$ cat src/hw/rtl/acucs_pkg.sv
package acucs_pkg;

    // Sizing
    localparam int MAX_COLUMNS_DEF = 128;
    localparam int QUEUE_DEPTH     = 4;

    // Byte codes
    localparam logic [7:0] ESC_BYTE     = 8'h1B;
    localparam logic [7:0] OPEN_BRACKET = 8'h5B;
    localparam logic [7:0] SEMICOLON    = 8'h3B;
    localparam logic [7:0] DIGIT_ZERO   = 8'h30;
    localparam logic [7:0] DIGIT_NINE   = 8'h39;

    // SGR numbers
    localparam logic [6:0] COLOUR_DEFAULT = 7'd0;
    localparam logic [6:0] FG_LOW_FIRST   = 7'd30;
    localparam logic [6:0] FG_LOW_LAST    = 7'd37;
    localparam logic [6:0] FG_DEFAULT     = 7'd39;
    localparam logic [6:0] FG_HIGH_FIRST  = 7'd90;
    localparam logic [6:0] FG_HIGH_LAST   = 7'd97;
    localparam logic [6:0] SGR_NORMAL     = 7'd22;
    localparam logic [6:0] NUM_SAT        = 7'd100;

    // Result kinds
    localparam logic KIND_CELL    = 1'b0;
    localparam logic KIND_SUMMARY = 1'b1;

    typedef enum logic [1:0] {
        MODE_TEXT,
        MODE_ESC,
        MODE_SEQ,
        MODE_CELL
    } t_mode;

    typedef struct packed {
        logic [7:0] text_byte;
        logic       is_row_end;
        logic       new_picture;
    } t_item;

    typedef struct packed {
        logic        item_kind;
        logic [31:0] cell_bytes;
        logic [2:0]  cell_length;
        logic [6:0]  cell_colour;
        logic [6:0]  cell_column;
        logic [7:0]  row_cell_count;
        logic [7:0]  widest_row;
        logic        colour_seen;
        logic        last_result;
    } t_result;

    // Results of one input transaction: one or two
    typedef struct packed {
        logic    two;
        t_result first;
        t_result second;
    } t_job;

    function automatic logic is_colour_code(input logic [6:0] n);
        return (n >= FG_LOW_FIRST && n <= FG_LOW_LAST) || n == FG_DEFAULT ||
               (n >= FG_HIGH_FIRST && n <= FG_HIGH_LAST);
    endfunction

    // UTF-8 sequence length from the lead byte; malformed leads count as one
    function automatic logic [2:0] lead_length(input logic [7:0] b);
        logic [2:0] len;
        priority if (b[7] == 1'b0) len = 3'd1;
        else if (b[7:5] == 3'b110) len = 3'd2;
        else if (b[7:4] == 4'b1110) len = 3'd3;
        else if (b[7:3] == 5'b11110) len = 3'd4;
        else len = 3'd1;
        return len;
    endfunction

endpackage

$ cat src/hw/rtl/acucs_if.sv
interface acucs_in_if;
    logic       valid;
    logic       ready;
    logic [7:0] text_byte;
    logic       is_row_end;
    logic       new_picture;

    modport source (output valid, text_byte, is_row_end, new_picture, input ready);
    modport sink   (input valid, text_byte, is_row_end, new_picture, output ready);
endinterface

interface acucs_out_if;
    logic        valid;
    logic        ready;
    logic        item_kind;
    logic [31:0] cell_bytes;
    logic [2:0]  cell_length;
    logic [6:0]  cell_colour;
    logic [6:0]  cell_column;
    logic [7:0]  row_cell_count;
    logic [7:0]  widest_row;
    logic        colour_seen;
    logic        last_result;

    modport source (output valid, item_kind, cell_bytes, cell_length, cell_colour,
                    cell_column, row_cell_count, widest_row, colour_seen, last_result,
                    input ready);
    modport sink   (input valid, item_kind, cell_bytes, cell_length, cell_colour,
                    cell_column, row_cell_count, widest_row, colour_seen, last_result,
                    output ready);
endinterface

$ cat src/hw/rtl/acucs_front.sv
module acucs_front #(
    parameter int MAX_COLUMNS = acucs_pkg::MAX_COLUMNS_DEF
) (
    input  logic             i_clk,
    input  logic             i_rst_n,
    input  logic             i_valid,
    input  acucs_pkg::t_item i_item,
    output logic             o_ready,
    input  logic             i_q_ready,
    output logic             o_push,
    output acucs_pkg::t_job  o_job
);
    import acucs_pkg::*;

    localparam int ColW = $clog2(MAX_COLUMNS + 1);

    t_mode            r_mode, n_mode;
    logic [6:0]       r_num, n_num;
    logic             r_num_present, n_num_present;
    logic [6:0]       r_colour, n_colour;
    logic [ColW-1:0]  r_column, n_column;
    logic [31:0]      r_partial, n_partial;
    logic [2:0]       r_expected, n_expected;
    logic [2:0]       r_received, n_received;
    logic [ColW-1:0]  r_widest, n_widest;
    logic             r_flag, n_flag;

    logic             fire;
    logic [7:0]       b;
    logic [ColW-1:0]  col_inc;
    logic             col_ok;
    logic [ColW-1:0]  tb_col;
    logic [ColW-1:0]  tb_col_inc;
    logic             tb_ok;
    logic [2:0]       lead;
    logic             is_digit;
    logic [9:0]       acc_wide;
    logic [6:0]       num_digit;
    logic [6:0]       close_colour;
    logic [6:0]       semi_colour;
    logic [2:0]       cell_rec;
    logic [31:0]      cell_merged;
    logic             do_text;
    logic             have_first;
    logic [ColW-1:0]  sum_col;
    logic [ColW-1:0]  widest_base;
    t_result          res;

    function automatic t_result mk_cell(input logic [31:0] bytes, input logic [2:0] len,
                                        input logic [6:0] colour,
                                        input logic [ColW-1:0] col);
        t_result r;
        r             = '0;
        r.item_kind   = KIND_CELL;
        r.cell_bytes  = bytes;
        r.cell_length = len;
        r.cell_colour = colour;
        r.cell_column = 7'(col);
        return r;
    endfunction

    assign fire    = i_valid && i_q_ready;
    assign o_ready = i_q_ready;
    assign b       = i_item.text_byte;

    // Column bookkeeping; a text byte after a lone escape lands one column on
    assign col_inc    = r_column + ColW'(1);
    assign col_ok     = r_column < ColW'(MAX_COLUMNS);
    assign tb_col     = (r_mode == MODE_ESC) ? col_inc : r_column;
    assign tb_col_inc = tb_col + ColW'(1);
    assign tb_ok      = tb_col < ColW'(MAX_COLUMNS);
    assign lead       = lead_length(b);

    // Number accumulation: n*10 + d, saturating
    assign is_digit  = (b >= DIGIT_ZERO) && (b <= DIGIT_NINE);
    assign acc_wide  = 10'({r_num, 3'b000}) + 10'({r_num, 1'b0}) + 10'(b[3:0]);
    assign num_digit = (acc_wide > 10'(NUM_SAT)) ? NUM_SAT : acc_wide[6:0];

    // Colour after a separator or after the closing byte
    always_comb begin
        semi_colour  = r_colour;
        close_colour = r_colour;
        if (r_num_present) begin
            if (is_colour_code(r_num)) begin
                semi_colour  = r_num;
                close_colour = r_num;
            end else begin
                if (r_num == COLOUR_DEFAULT || r_num == SGR_NORMAL) semi_colour = COLOUR_DEFAULT;
                if (r_num == COLOUR_DEFAULT) close_colour = COLOUR_DEFAULT;
            end
        end
    end

    // Continuation byte folded into the partial cell
    assign cell_rec    = (r_received < 3'd4) ? r_received + 3'd1 : r_received;
    assign cell_merged = (r_received < 3'd4) ?
                         (r_partial | (32'(b) << {r_received[1:0], 3'b000})) : r_partial;

    assign do_text = fire && !i_item.is_row_end && col_ok &&
                     ((r_mode == MODE_TEXT) ||
                      (r_mode == MODE_ESC && b != OPEN_BRACKET && tb_ok));

    // Classify the transaction, update parser state and build its results
    always_comb begin
        n_mode        = r_mode;
        n_num         = r_num;
        n_num_present = r_num_present;
        n_colour      = r_colour;
        n_column      = r_column;
        n_partial     = r_partial;
        n_expected    = r_expected;
        n_received    = r_received;
        n_flag        = r_flag;
        widest_base   = (fire && i_item.new_picture) ? '0 : r_widest;
        n_widest      = widest_base;
        sum_col       = r_column;
        o_job         = '0;
        have_first    = 1'b0;
        res           = '0;

        if (fire && !i_item.is_row_end && col_ok) begin
            unique case (r_mode)
                MODE_ESC: begin
                    if (b == OPEN_BRACKET) begin
                        n_mode        = MODE_SEQ;
                        n_num         = '0;
                        n_num_present = 1'b0;
                    end else begin
                        o_job.first = mk_cell(32'(ESC_BYTE), 3'd1, r_colour, r_column);
                        have_first  = 1'b1;
                        n_column    = col_inc;
                        n_mode      = MODE_TEXT;
                        n_partial   = '0;
                        n_expected  = '0;
                        n_received  = '0;
                    end
                end
                MODE_SEQ: begin
                    if (is_digit) begin
                        n_num         = num_digit;
                        n_num_present = 1'b1;
                    end else if (b == SEMICOLON) begin
                        n_colour      = semi_colour;
                        n_num         = '0;
                        n_num_present = 1'b0;
                    end else begin
                        n_colour      = close_colour;
                        n_flag        = r_flag | (close_colour != COLOUR_DEFAULT);
                        n_num         = '0;
                        n_num_present = 1'b0;
                        n_mode        = MODE_TEXT;
                    end
                end
                MODE_CELL: begin
                    n_partial  = cell_merged;
                    n_received = cell_rec;
                    if (cell_rec >= r_expected) begin
                        o_job.first = mk_cell(cell_merged, cell_rec, r_colour, r_column);
                        have_first  = 1'b1;
                        n_column    = col_inc;
                        n_mode      = MODE_TEXT;
                        n_partial   = '0;
                        n_expected  = '0;
                        n_received  = '0;
                    end
                end
                MODE_TEXT: begin
                end
            endcase
        end

        // Plain text byte, also the byte that follows a lone escape
        if (do_text) begin
            if (b == ESC_BYTE) begin
                n_mode = MODE_ESC;
            end else if (lead == 3'd1) begin
                res        = mk_cell(32'(b), 3'd1, r_colour, tb_col);
                n_column   = tb_col_inc;
                n_mode     = MODE_TEXT;
                n_partial  = '0;
                n_expected = '0;
                n_received = '0;
                if (!have_first) begin
                    o_job.first = res;
                    have_first  = 1'b1;
                end else begin
                    o_job.second = res;
                    o_job.two    = 1'b1;
                end
            end else begin
                n_mode     = MODE_CELL;
                n_partial  = 32'(b);
                n_received = 3'd1;
                n_expected = lead;
            end
        end

        // Row end: flush the open cell or sequence, then the summary
        if (fire && i_item.is_row_end) begin
            unique case (r_mode)
                MODE_ESC: begin
                    o_job.first = mk_cell(32'(ESC_BYTE), 3'd1, r_colour, r_column);
                    have_first  = 1'b1;
                    sum_col     = col_inc;
                end
                MODE_CELL: begin
                    o_job.first = mk_cell(r_partial, r_received, r_colour, r_column);
                    have_first  = 1'b1;
                    sum_col     = col_inc;
                end
                MODE_SEQ: begin
                    n_flag = r_flag | (close_colour != COLOUR_DEFAULT);
                end
                MODE_TEXT: begin
                end
            endcase
            n_widest             = (sum_col > widest_base) ? sum_col : widest_base;
            res                  = '0;
            res.item_kind        = KIND_SUMMARY;
            res.row_cell_count   = 8'(sum_col);
            res.widest_row       = 8'(n_widest);
            res.colour_seen      = n_flag;
            if (!have_first) begin
                o_job.first = res;
                have_first  = 1'b1;
            end else begin
                o_job.second = res;
                o_job.two    = 1'b1;
            end
            n_mode        = MODE_TEXT;
            n_num         = '0;
            n_num_present = 1'b0;
            n_colour      = COLOUR_DEFAULT;
            n_column      = '0;
            n_partial     = '0;
            n_expected    = '0;
            n_received    = '0;
        end

        o_push = fire && have_first;
    end

    // Parser state
    always_ff @(posedge i_clk) begin
        if (!i_rst_n) begin
            r_mode        <= MODE_TEXT;
            r_num         <= '0;
            r_num_present <= 1'b0;
            r_colour      <= COLOUR_DEFAULT;
            r_column      <= '0;
            r_partial     <= '0;
            r_expected    <= '0;
            r_received    <= '0;
            r_widest      <= '0;
            r_flag        <= 1'b0;
        end else if (fire) begin
            r_mode        <= n_mode;
            r_num         <= n_num;
            r_num_present <= n_num_present;
            r_colour      <= n_colour;
            r_column      <= n_column;
            r_partial     <= n_partial;
            r_expected    <= n_expected;
            r_received    <= n_received;
            r_widest      <= n_widest;
            r_flag        <= n_flag;
        end
    end

endmodule

$ cat src/hw/rtl/acucs_queue.sv
module acucs_queue (
    input  logic            i_clk,
    input  logic            i_rst_n,
    input  logic            i_push,
    input  acucs_pkg::t_job i_job,
    output logic            o_ready,
    output logic            o_valid,
    output acucs_pkg::t_job o_job,
    input  logic            i_pop
);
    import acucs_pkg::*;

    localparam int PtrW = $clog2(QUEUE_DEPTH);
    localparam int CntW = $clog2(QUEUE_DEPTH + 1);

    t_job            r_mem [QUEUE_DEPTH];
    logic [PtrW-1:0] r_wr, n_wr;
    logic [PtrW-1:0] r_rd, n_rd;
    logic [CntW-1:0] r_count, n_count;

    assign o_ready = r_count != CntW'(QUEUE_DEPTH);
    assign o_valid = r_count != '0;
    assign o_job   = r_mem[r_rd];

    // Advance pointers and occupancy
    always_comb begin
        n_wr    = r_wr;
        n_rd    = r_rd;
        n_count = r_count;
        if (i_push) begin
            n_wr = (r_wr == PtrW'(QUEUE_DEPTH - 1)) ? '0 : r_wr + PtrW'(1);
        end
        if (i_pop) begin
            n_rd = (r_rd == PtrW'(QUEUE_DEPTH - 1)) ? '0 : r_rd + PtrW'(1);
        end
        if (i_push && !i_pop) n_count = r_count + CntW'(1);
        else if (!i_push && i_pop) n_count = r_count - CntW'(1);
    end

    always_ff @(posedge i_clk) begin
        if (!i_rst_n) begin
            r_wr    <= '0;
            r_rd    <= '0;
            r_count <= '0;
        end else begin
            r_wr    <= n_wr;
            r_rd    <= n_rd;
            r_count <= n_count;
        end
    end

    // Hold job entries
    always_ff @(posedge i_clk) begin
        if (i_push) r_mem[r_wr] <= i_job;
    end

endmodule

$ cat src/hw/rtl/acucs_back.sv
module acucs_back (
    input  logic               i_clk,
    input  logic               i_rst_n,
    input  logic               i_q_valid,
    input  acucs_pkg::t_job    i_job,
    output logic               o_pop,
    output logic               o_valid,
    output acucs_pkg::t_result o_result,
    input  logic               i_ready
);
    import acucs_pkg::*;

    logic    r_valid, n_valid;
    logic    r_sub, n_sub;
    t_result r_res;
    t_result next_res;
    logic    load;
    logic    is_last;

    assign o_valid  = r_valid;
    assign o_result = r_res;

    // Pick the next result of the head job
    assign load    = i_q_valid && (!r_valid || i_ready);
    assign is_last = !i_job.two || r_sub;
    assign o_pop   = load && is_last;

    always_comb begin
        next_res             = r_sub ? i_job.second : i_job.first;
        next_res.last_result = is_last;
        n_valid              = r_valid;
        n_sub                = r_sub;
        if (load) begin
            n_valid = 1'b1;
            n_sub   = !is_last;
        end else if (i_ready) begin
            n_valid = 1'b0;
        end
    end

    always_ff @(posedge i_clk) begin
        if (!i_rst_n) begin
            r_valid <= 1'b0;
            r_sub   <= 1'b0;
        end else begin
            r_valid <= n_valid;
            r_sub   <= n_sub;
        end
    end

    // Output register
    always_ff @(posedge i_clk) begin
        if (load) r_res <= next_res;
    end

endmodule

$ cat src/hw/rtl/ansi_color_utf8_cell_splitter_top.sv
// Results pass through the job queue and then the output register to the output port.
// One input transaction per cycle while the job queue has room; the output port moves one
//   result per cycle while the sink is ready, so an input with two results takes two transfers.
// A four-entry job queue between parser and output lets input run on during output stalls.
// Reset (synchronous, active low) clears parser state, widest row, colour flag, queue pointers
//   and the output valid flag at once; no clearing pass is needed.
module ansi_color_utf8_cell_splitter_top #(
    parameter int MAX_COLUMNS = acucs_pkg::MAX_COLUMNS_DEF
) (
    input  logic        i_clk,
    input  logic        i_rst_n,
    acucs_in_if.sink    i_in,
    acucs_out_if.source o_out
);
    import acucs_pkg::*;

    t_item   item;
    t_job    push_job;
    t_job    head_job;
    t_result res;
    logic    push;
    logic    q_ready;
    logic    q_valid;
    logic    pop;
    logic    out_valid;

    assign item.text_byte   = i_in.text_byte;
    assign item.is_row_end  = i_in.is_row_end;
    assign item.new_picture = i_in.new_picture;

    acucs_front #(
        .MAX_COLUMNS (MAX_COLUMNS)
    ) u_front (
        .i_clk     (i_clk),
        .i_rst_n   (i_rst_n),
        .i_valid   (i_in.valid),
        .i_item    (item),
        .o_ready   (i_in.ready),
        .i_q_ready (q_ready),
        .o_push    (push),
        .o_job     (push_job)
    );

    acucs_queue u_queue (
        .i_clk   (i_clk),
        .i_rst_n (i_rst_n),
        .i_push  (push),
        .i_job   (push_job),
        .o_ready (q_ready),
        .o_valid (q_valid),
        .o_job   (head_job),
        .i_pop   (pop)
    );

    acucs_back u_back (
        .i_clk     (i_clk),
        .i_rst_n   (i_rst_n),
        .i_q_valid (q_valid),
        .i_job     (head_job),
        .o_pop     (pop),
        .o_valid   (out_valid),
        .o_result  (res),
        .i_ready   (o_out.ready)
    );

    assign o_out.valid          = out_valid;
    assign o_out.item_kind      = res.item_kind;
    assign o_out.cell_bytes     = res.cell_bytes;
    assign o_out.cell_length    = res.cell_length;
    assign o_out.cell_colour    = res.cell_colour;
    assign o_out.cell_column    = res.cell_column;
    assign o_out.row_cell_count = res.row_cell_count;
    assign o_out.widest_row     = res.widest_row;
    assign o_out.colour_seen    = res.colour_seen;
    assign o_out.last_result    = res.last_result;

endmodule

$ cat src/flat_wrapper.sv
// flat-port wrapper written by rule: the top's interface ports become plain ports
module ansi_color_utf8_cell_splitter_top_flat import acucs_pkg::*;
#(
    parameter int MAX_COLUMNS = acucs_pkg::MAX_COLUMNS_DEF
)
  (i_clk, i_rst_n, i_in_valid, i_in_text_byte, i_in_is_row_end, i_in_new_picture, i_in_ready, o_out_valid, o_out_item_kind, o_out_cell_bytes, o_out_cell_length, o_out_cell_colour, o_out_cell_column, o_out_row_cell_count, o_out_widest_row, o_out_colour_seen, o_out_last_result, o_out_ready);
  acucs_in_if i_in_i ();
  acucs_out_if o_out_i ();
  input  logic i_clk;
  input  logic i_rst_n;
  input wire logic [$bits(i_in_i.valid)-1:0] i_in_valid;
  input wire logic [$bits(i_in_i.text_byte)-1:0] i_in_text_byte;
  input wire logic [$bits(i_in_i.is_row_end)-1:0] i_in_is_row_end;
  input wire logic [$bits(i_in_i.new_picture)-1:0] i_in_new_picture;
  output wire logic [$bits(i_in_i.ready)-1:0] i_in_ready;
  output wire logic [$bits(o_out_i.valid)-1:0] o_out_valid;
  output wire logic [$bits(o_out_i.item_kind)-1:0] o_out_item_kind;
  output wire logic [$bits(o_out_i.cell_bytes)-1:0] o_out_cell_bytes;
  output wire logic [$bits(o_out_i.cell_length)-1:0] o_out_cell_length;
  output wire logic [$bits(o_out_i.cell_colour)-1:0] o_out_cell_colour;
  output wire logic [$bits(o_out_i.cell_column)-1:0] o_out_cell_column;
  output wire logic [$bits(o_out_i.row_cell_count)-1:0] o_out_row_cell_count;
  output wire logic [$bits(o_out_i.widest_row)-1:0] o_out_widest_row;
  output wire logic [$bits(o_out_i.colour_seen)-1:0] o_out_colour_seen;
  output wire logic [$bits(o_out_i.last_result)-1:0] o_out_last_result;
  input wire logic [$bits(o_out_i.ready)-1:0] o_out_ready;
  assign i_in_i.valid = i_in_valid;
  assign i_in_i.text_byte = i_in_text_byte;
  assign i_in_i.is_row_end = i_in_is_row_end;
  assign i_in_i.new_picture = i_in_new_picture;
  assign i_in_ready = i_in_i.ready;
  assign o_out_valid = o_out_i.valid;
  assign o_out_item_kind = o_out_i.item_kind;
  assign o_out_cell_bytes = o_out_i.cell_bytes;
  assign o_out_cell_length = o_out_i.cell_length;
  assign o_out_cell_colour = o_out_i.cell_colour;
  assign o_out_cell_column = o_out_i.cell_column;
  assign o_out_row_cell_count = o_out_i.row_cell_count;
  assign o_out_widest_row = o_out_i.widest_row;
  assign o_out_colour_seen = o_out_i.colour_seen;
  assign o_out_last_result = o_out_i.last_result;
  assign o_out_i.ready = o_out_ready;
  ansi_color_utf8_cell_splitter_top #(.MAX_COLUMNS(MAX_COLUMNS)) u_core (.i_clk(i_clk), .i_rst_n(i_rst_n), .i_in(i_in_i), .o_out(o_out_i));
endmodule
$ cat config.mk
export PLATFORM = sky130hd
export DESIGN_NAME = ansi_color_utf8_cell_splitter_top_flat
export DESIGN_NICKNAME = d
export VERILOG_FILES = /design/src/hw/rtl/acucs_pkg.sv /design/src/hw/rtl/acucs_if.sv /design/src/hw/rtl/acucs_front.sv /design/src/hw/rtl/acucs_queue.sv /design/src/hw/rtl/acucs_back.sv /design/src/hw/rtl/ansi_color_utf8_cell_splitter_top.sv /design/src/flat_wrapper.sv
export SDC_FILE = /design/constraint.sdc
export NUM_CORES = 1
export LEC_CHECK = 0
export ABC_AREA = 1
export BUFFER_PORTS_ARGS = -buffer_cell sky130_fd_sc_hd__clkbuf_2
export CAP_MARGIN = 0
export CORE_ASPECT_RATIO = 0.75
export CORE_UTILIZATION = 45
export DETAILED_ROUTE_END_ITERATION = 8
export MAX_ROUTING_LAYER = met4
export PLACE_DENSITY_LB_ADDON = 0.12
export SYNTH_ARGS = -nofsm -noshare
export SYNTH_HDL_FRONTEND = slang
export SYNTH_HIERARCHICAL = 1
export SYNTH_SLANG_ARGS = --single-unit
$ cat constraint.sdc
create_clock -name i_clk -period 16.6 [get_ports i_clk]
set_input_delay 0.83 -clock i_clk [delete_from_list [all_inputs] [get_ports i_clk]]
set_output_delay 0.83 -clock i_clk [all_outputs]
set_load 0.02 [all_outputs]
==> impl_metrics.csv <==
group,metric,value,unit
run_status,status,"finished with violations",
run_status,violations,"design-rule violations",
worst_setup_path,required,16.82,ns
cts,insertion_delay,0.63,ns
routing,wl_per_cell,21.83,um
hold_path,holdCritPathClass,"flop to flop",
sta,layout_min_cycle_time,5.081,ns
worst_setup_path,crit_arrival,5.30,ns
worst_setup_path,cpMaxStageDelayCell,"dfxtp_1",
sta,worst_pin_slew,1.171,ns
place,place_congestion,0.9680,
global_routing,grt_pass1_vias,19810,
finish,drive_gt1_share,10.01,%
routing,viasPerCell,5.654,
sta,setup_viol,0,
sta,finalCritPeriodShare,30.61,%
pwr,pwr_density_cell,161.1,nW/um^2
floorplan,core,66790,um^2
sta,maxSlewHeadroom,21.93,%
floorplan,start_util,45.51,%
cts,cts_tree,"done",
floorplan,dieHeight,227.1,um
worst_setup_path,rr_startpoint,"u_core/u_front/r_mode[0]",
worst_setup_path,critPathTopFamily,"buffers and inverters",
floorplan,io-pin-count,84,
routing,drtIter0Drc,2062,
pwr,finalPower,5.367,mW
finish,antenna_cells,0,
cts,cts_sinks,691,
hold_path,hold_end,"u_core/u_front/r_colour[3]",
floorplan,die_x,302.1,um
worst_setup_path,r2r_end,"u_core/u_queue/r_mem[3][90]",
global_routing,overflow,0,
cts,htreeDepth,3,
sta,fin_setup_tns,0,ns
sta,hold_viol,0,
worst_setup_path,reg2reg_slack,11.52,ns
routing,totalWireLength,81830,um
pwr,leakage,11.94,nW
yosys,ys.warnings.count,6,
yosys,syn_area,30400,um^2
global_routing,grt_usage,24.49,%
place,dpl.hpwl,48460,um
routing,num_vias,21190,
place,placed_cells,3620,
global_routing,grt_max_degree,114,
cts,cts.clk_slew.worst_paths,0.06,ns
sta,finalMaxSlewViolations,0,
worst_setup_path,crit_chain,"nand2_1 -> inv_2 -> nand2_4 -> nand2_1 -> nand2_4 -> nand3_1 -> nand2_1 -> inv_6 -> buf_4",
routing,drc,4,
worst_setup_path,crit_type,"flop to flop",
worst_setup_path,cp-start-kind,"flop",
routing,antenna_left,0,
hold_path,hold_depth,2,
cts,root_buffer,"clkbuf_16",
cts,cts.hold.buffers_added,0,
cts,cts_buffers,70,
global_routing,grt_pass1_wl,122100,um
hold_path,hold_path.startpoint,"u_core/u_front/r_colour[3]",
job,maxCapViolations,0,
worst_setup_path,cp_max_fo,71,
yosys,syn_inst,2790,
pwr,peakVddDrop,88.37,uV
floorplan,rows,82,
routing,drtPass1Iterations,8,
cts,clockBufferDepth,3,
worst_setup_path,cpPeakStageDelay,1.07,ns
cts,cts_setup_buffers,0,
finish,area_growth,9.591,%
finish,stdcell_count,3748,
sta,finalClockSkew,0.03408,ns
sta,max_freq,196.8,MHz
yosys,syn_avg_cell_area,10.89,um^2
global_routing,antenna_found_initial,1,
place,place.port_buffers,83,
worst_setup_path,crit_top_cell,"nand2_1",
sta,rsz0062_at_grt,"no",
worst_setup_path,end_kind,"flop",
floorplan,die_area,68600,um^2
finish,final_nets,2863,
worst_setup_path,crit_buf_inv,3,
worst_setup_path,rr_worst_depth,9,
cts,ctsResizeCount,0,
-- layout make-up --
cell class                 count  area, um^2
fill                        5904       33480
sequential                   691       19930
multi-input combinational   1777        8813
clock buffer                  91        1872
tap                          882        1104
timing repair buffer         114       648.1
inverter                     156       624.3
clock inverter                37       321.6
-- worst max path at each step --
stage / from / endpoint / slack [ns] / cells after the start
after floorplan: u_core/u_front/r_received[1] / u_core/u_queue/r_mem[0][100] / 11.39 / 14
final: u_core/u_front/r_mode[0] / u_core/u_queue/r_mem[3][90] / 11.52 / 9
after CTS: u_core/u_front/r_mode[0] / u_core/u_queue/r_mem[3][79] / 11.59 / 9
after global routing: u_core/u_front/r_mode[0] / u_core/u_queue/r_mem[3][13] / 11.29 / 9
after global placement: u_core/u_front/r_mode[0] / u_core/u_queue/r_mem[3][79] / 11.64 / 9
after detailed placement: u_core/u_front/r_mode[0] / u_core/u_queue/r_mem[3][79] / 11.60 / 9
-- worst register-to-register path: cells and delay by family (launching register included) --
family | cells | cell delay (ns)
flops | 1 | 1.07
simple gates | 6 | 1.55
buf+inv | 3 | 2.00
-- metal layers --
layer  GRT usage, %  up-vias  wire length, um
li1               -     9914                -
met1          35.62    10350            37660
met2          34.83      823            35470
met3          5.411      105             7271
met4          5.604        0             1426
met5              -        -                0
-- sequential cells by signal, indices dropped and copies added, names as in the netlist, named ones only --
| signal | count |
|---|---|
| u_core/u_back/o_result | 68 |
| u_core/u_back/r_sub | 1 |
| u_core/u_queue/r_mem | 540 |
| u_core/u_front/r_num | 7 |
| u_core/u_front/r_expected | 3 |
| u_core/u_front/r_colour | 7 |
| u_core/u_front/r_flag | 1 |
| u_core/u_front/r_received | 3 |
| u_core/u_queue/r_wr | 2 |
| u_core/u_front/r_column | 8 |
| u_core/u_front/r_widest | 8 |
| u_core/u_front/r_num_present | 1 |
| u_core/u_queue/r_rd | 2 |
| u_core/u_queue/r_count | 3 |
| u_core/u_front/r_mode | 2 |
| u_core/u_back/o_valid | 1 |
| u_core/u_front/r_partial | 32 |
-- layout by cell type (no fill, tap or decap), types with 25 or more instances in the layout --
cell,count
nand3_1,87
o22ai_1,139
o21ai_0,218
clkbuf_2,83
ha_1,36
inv_1,134
a21oi_1,125
conb_1,26
o32ai_1,25
edfxtp_1,608
nor2_1,403
clkbuf_16,71
o21ai_1,129
buf_4,31
nand2_1,464
dfxtp_1,80
-- where the power goes --
part,internal [mW],switching (mW),total (mW)
Sequential,2.19,0.0923,2.29
Clock,0.852,0.669,1.52
Combinational,0.406,1.15,1.56
Total,3.45,1.92,5.37
-- stage by stage --
stage          hold slack [ns]  area, um^2  setup WS, ns  util [%]
2_1_floorplan           0.4453       30490         11.39         -
3_3_place_gp            0.4530       31120         11.64     46.59
3_5_place_dp            0.4553       31120         11.60     46.59
4_1_cts                 0.4649       33310         11.59     49.87
5_1_grt                 0.4797       33310         11.29     49.87
6_report                0.4630       33310         11.52     49.87
No activity file was read; power rests on OpenSTA's default activity.
